### config.mk
export PLATFORM = sky130hd
export DESIGN_NAME = mlrq_ram
export DESIGN_NICKNAME = d
export VERILOG_FILES = /design/src/hdl/mlrq_ram.sv
export SDC_FILE = /design/constraint.sdc
export NUM_CORES = 2
export LEC_CHECK = 0
export BUFFER_PORTS_ARGS = -buffer_cell sky130_fd_sc_hd__buf_2
export CAP_MARGIN = 25
export CORE_MARGIN = 2
export CORE_UTILIZATION = 40
export DETAILED_ROUTE_END_ITERATION = 7
export PLACE_DENSITY = 0.65
export SLEW_MARGIN = 10
export SYNTH_ARGS = -nofsm -noshare
export SYNTH_HDL_FRONTEND = slang
export SYNTH_SLANG_ARGS = --single-unit
### constraint.sdc
create_clock -name clock -period 5.2 [get_ports clock]
set_clock_uncertainty 0.2 [all_clocks]
set_input_delay 0 -clock clock [delete_from_list [all_inputs] [get_ports clock]]
set_output_delay 0 -clock clock [all_outputs]
set_load 0.03 [all_outputs]
### src/hdl/mlrq_ram.sv
// generic single-port-write ram with registered read
module mlrq_ram #(
   parameter int WIDTH = 8,
   parameter int DEPTH = 512
) (
   input  logic                     clock,
   input  logic                     we,
   input  logic [$clog2(DEPTH)-1:0] waddr,
   input  logic [WIDTH-1:0]         wdata,
   input  logic [$clog2(DEPTH)-1:0] raddr,
   output logic [WIDTH-1:0]         rdata
);

   logic [WIDTH-1:0] mem_ff [DEPTH];
   logic [WIDTH-1:0] rdata_ff;

   always_ff @(posedge clock) begin
      if (we) begin
         mem_ff[waddr] <= wdata;
      end
      rdata_ff <= mem_ff[raddr];
   end

   assign rdata = rdata_ff;

endmodule

==> run_results.csv <==
group,metric,value,unit
sta,finalSetupTns,0,ns
sta,worst_slew_pin_slew,1.14,ns
grt,gr-total-overflow,0,
synthesis,syn_area,0.160,mm2
placement,io_buffers,35,
sta,rsz0062_at_grt,"false",
drt,wl_per_cell,29.8,um
floorplan,initial_core_util,40.1,%
floorplan,dieArea,0.405,mm2
synthesis,netlist-cell-type-count,51,
grt,antenna_found_initial,20,
drt,initialDrtViolationCount,10747,
sta,fin_crit_sh,76.1,%
synthesis,synth_ff_type,"edfxtp_1",
placement,dp_hpwl,248,mm
floorplan,die_h,636,um
clocking,cts_buffer_depth,4,
setup_path,cp_max_fo,39,
clocking,cts_setup_buffers,0,
placement,gp_congestion,0.883,
final_layout,layout-drive-gt1-share,17.8,%
synthesis,synth_warnings,0,
synthesis,async_reset_ff_share,0,%
synthesis,synth_edf_count,4096,
clocking,clk_pin_slew,0.06,ns
clocking,clock-root-buffer,"clkbuf_16",
sta,setup_viol,0,
setup_path,startpoint_type,"input port",
drt,drc,0,
sta,hold_slack,0.0162,ns
final_layout,syn_to_final_growth,12.3,%
final_layout,nNetsFinal,8205,
floorplan,fp.dieW,636,um
drt,first_pass_iters,6,
sta,report.final.slew_viol_count,0,
clocking,hold_buffers,29,
synthesis,syn_avg_cell_area,19.9,um2
clocking,cts_htree_levels,5,
sta,fin_crit,3.96,ns
floorplan,io_pins,36,
synthesis,synth_nets,8058,
clocking,cts_resized,0,
drt,vias_per_cell,5.92,
power_and_ir_drop,vdd_drop_max,336,uV
synthesis,synth-seq-cells,4104,
setup_path,cp.arrival,4.67,ns
clocking,cts_tree,"yes",
setup_path,worstSetupPathType,"input port to flip-flop",
setup_path,end_kind,"flip-flop",
grt,grt_pass1_wl,589,mm
drt,wl,411,mm
power_and_ir_drop,powerDensity,381,mW/mm2
job,maxCapViolCount,0,
grt,groute.usage.overall,19.8,%
grt,grt_pass1_vias,81144,
floorplan,core,0.399,mm2
sta,relSlewSlack,23.7,%
final_layout,final_util,45.1,%
outcome,status,"finished clean",
floorplan,rows,232,
grt,grt_start_max_net_pins,183,
power_and_ir_drop,p_leak,56.1,nW
sta,max_freq,253,MHz
clocking,cts_sinks,4104,
drt,num_vias,81529,
power_and_ir_drop,total_power,68.4,mW
clocking,insertion_delay,1.00,ns
sta,hold_viol_final,0,
setup_path,crit_required,5.92,ns
drt,antenna_left,0,
clocking,cts-buffers-inserted,389,
min_path,hold_path_class,"input port to flip-flop",
synthesis,ys_seq_area_share,77.0,%
synthesis,synth_cells,8030,
-- per-layer routing --
metal / GRT usage [%] / vias to the layer above / part of all wire (%)
met5: 0 / - / 0.0041
met4: 7.81 / 4 / 4.3
met3: 3.38 / 740 / 8.7
met2: 32.0 / 4215 / 48
met1: 26.9 / 42819 / 39
li1: - / 33751 / -
-- critical path, stage by stage --
cell	delay, ns
dlygate4sd3_1	0.55
buf_6	0.20
nand2b_4	0.58
buf_4	0.44
o221ai_1	0.47
a21oi_1	0.20
nor4_1	0.62
buf_4	0.23
nand4_1	0.13
nor4_1	0.74
buf_4	0.23
o2111a_1	0.17
-- cells in the final DEF (no fill, tap or decap), drive strengths merged, types with 13 or more instances in the layout --
master / n
a211oi: 17
a21oi: 194
a22oi: 61
and2: 20
buf: 245
bufinv: 43
clkbuf: 455
clkinv: 190
clkinvlp: 16
dlygate4sd3: 23
edfxtp: 4096
inv: 15
mux2i: 797
mux4: 654
nand2: 111
nand3: 36
nand4: 32
nor2: 597
nor3: 109
nor4: 36
o21ai: 119
o221ai: 372
o22ai: 163
o31ai: 13
-- Yosys cell counts (4+ instances only) --
master	count	share of area [%]
and3b_1	4	0.022
a22o_1	5	0.027
or3_1	6	0.023
clkbuf_1	265	0.62
a21oi_1	194	0.61
buf_2	57	0.18
buf_6	64	0.45
or2_2	4	0.016
o2111a_1	8	0.056
mux4_2	654	9.2
nand2b_1	4	0.016
and2_1	20	0.078
nand3_1	36	0.11
a211oi_1	17	0.080
o31ai_1	13	0.061
buf_1	41	0.096
mux2i_1	797	5.0
buf_12	5	0.063
o21ai_0	118	0.37
o41ai_1	7	0.038
dfxtp_1	8	0.10
o311ai_0	5	0.027
buf_8	11	0.10
o22ai_1	163	0.64
nand2_1	111	0.26
edfxtp_1	4096	77
nor2b_1	6	0.023
nor2_1	597	1.4
nor3b_1	8	0.038
a22oi_1	61	0.29
buf_4	70	0.33
nor4_1	36	0.14
nor3_1	109	0.34
nand4_1	32	0.13
o221ai_1	371	2.0
and3_1	4	0.016
-- where the power goes --
| part | internal, mW | switching [mW] | leakage (nW) |
|---|---|---|---|
| logic | 1.06 | 2.28 | 13.0 |
| clock network | 16.1 | 12.5 | 6.26 |
| registers | 36.4 | 0.0312 | 36.9 |
-- flip-flops by register name (all words and copies together) (netlist names) --
signal,flops
mem_ff,4096
rdata,8
-- worst paths after layout --
check	slack, ns	depth (start not counted)	endpoint	startpoint
setup / recovery	1.24	12	rdata[4]	raddr[2]
hold / removal	0.02	3	mem_ff[410][4]	wdata[4]
setup reg to reg	1.77	9	rdata[4]	mem_ff[59][4]
hold reg to reg	1.05	5	rdata[5]	mem_ff[152][5]
-- stage by stage --
step	cells	area, um2	setup slack, ns
floorplan	8030	160000	3.03
global placement	13012	166000	0.578
detailed placement	13020	166000	0.900
CTS	13764	180000	1.37
global route	13768	180000	1.28
finish	13773	180000	1.24
-- cells by family after synthesis --
kind of cell	synth area share, %
compound gates	4.31
buf+inv	1.85
simple gates	2.63
mux	14.2
flops	77.0
-- layout make-up --
cell class / instances / area, um2
antenna: 7 / 17.5
clock buffer: 454 / 10000
clock inverter: 261 / 2840
fill: 32920 / 219000
inverter: 3 / 18.8
multi-input combinational: 3410 / 34000
sequential: 4104 / 123000
tap: 5265 / 6590
timing repair buffer: 269 / 2890
No activity file was read; power rests on OpenSTA's default activity.
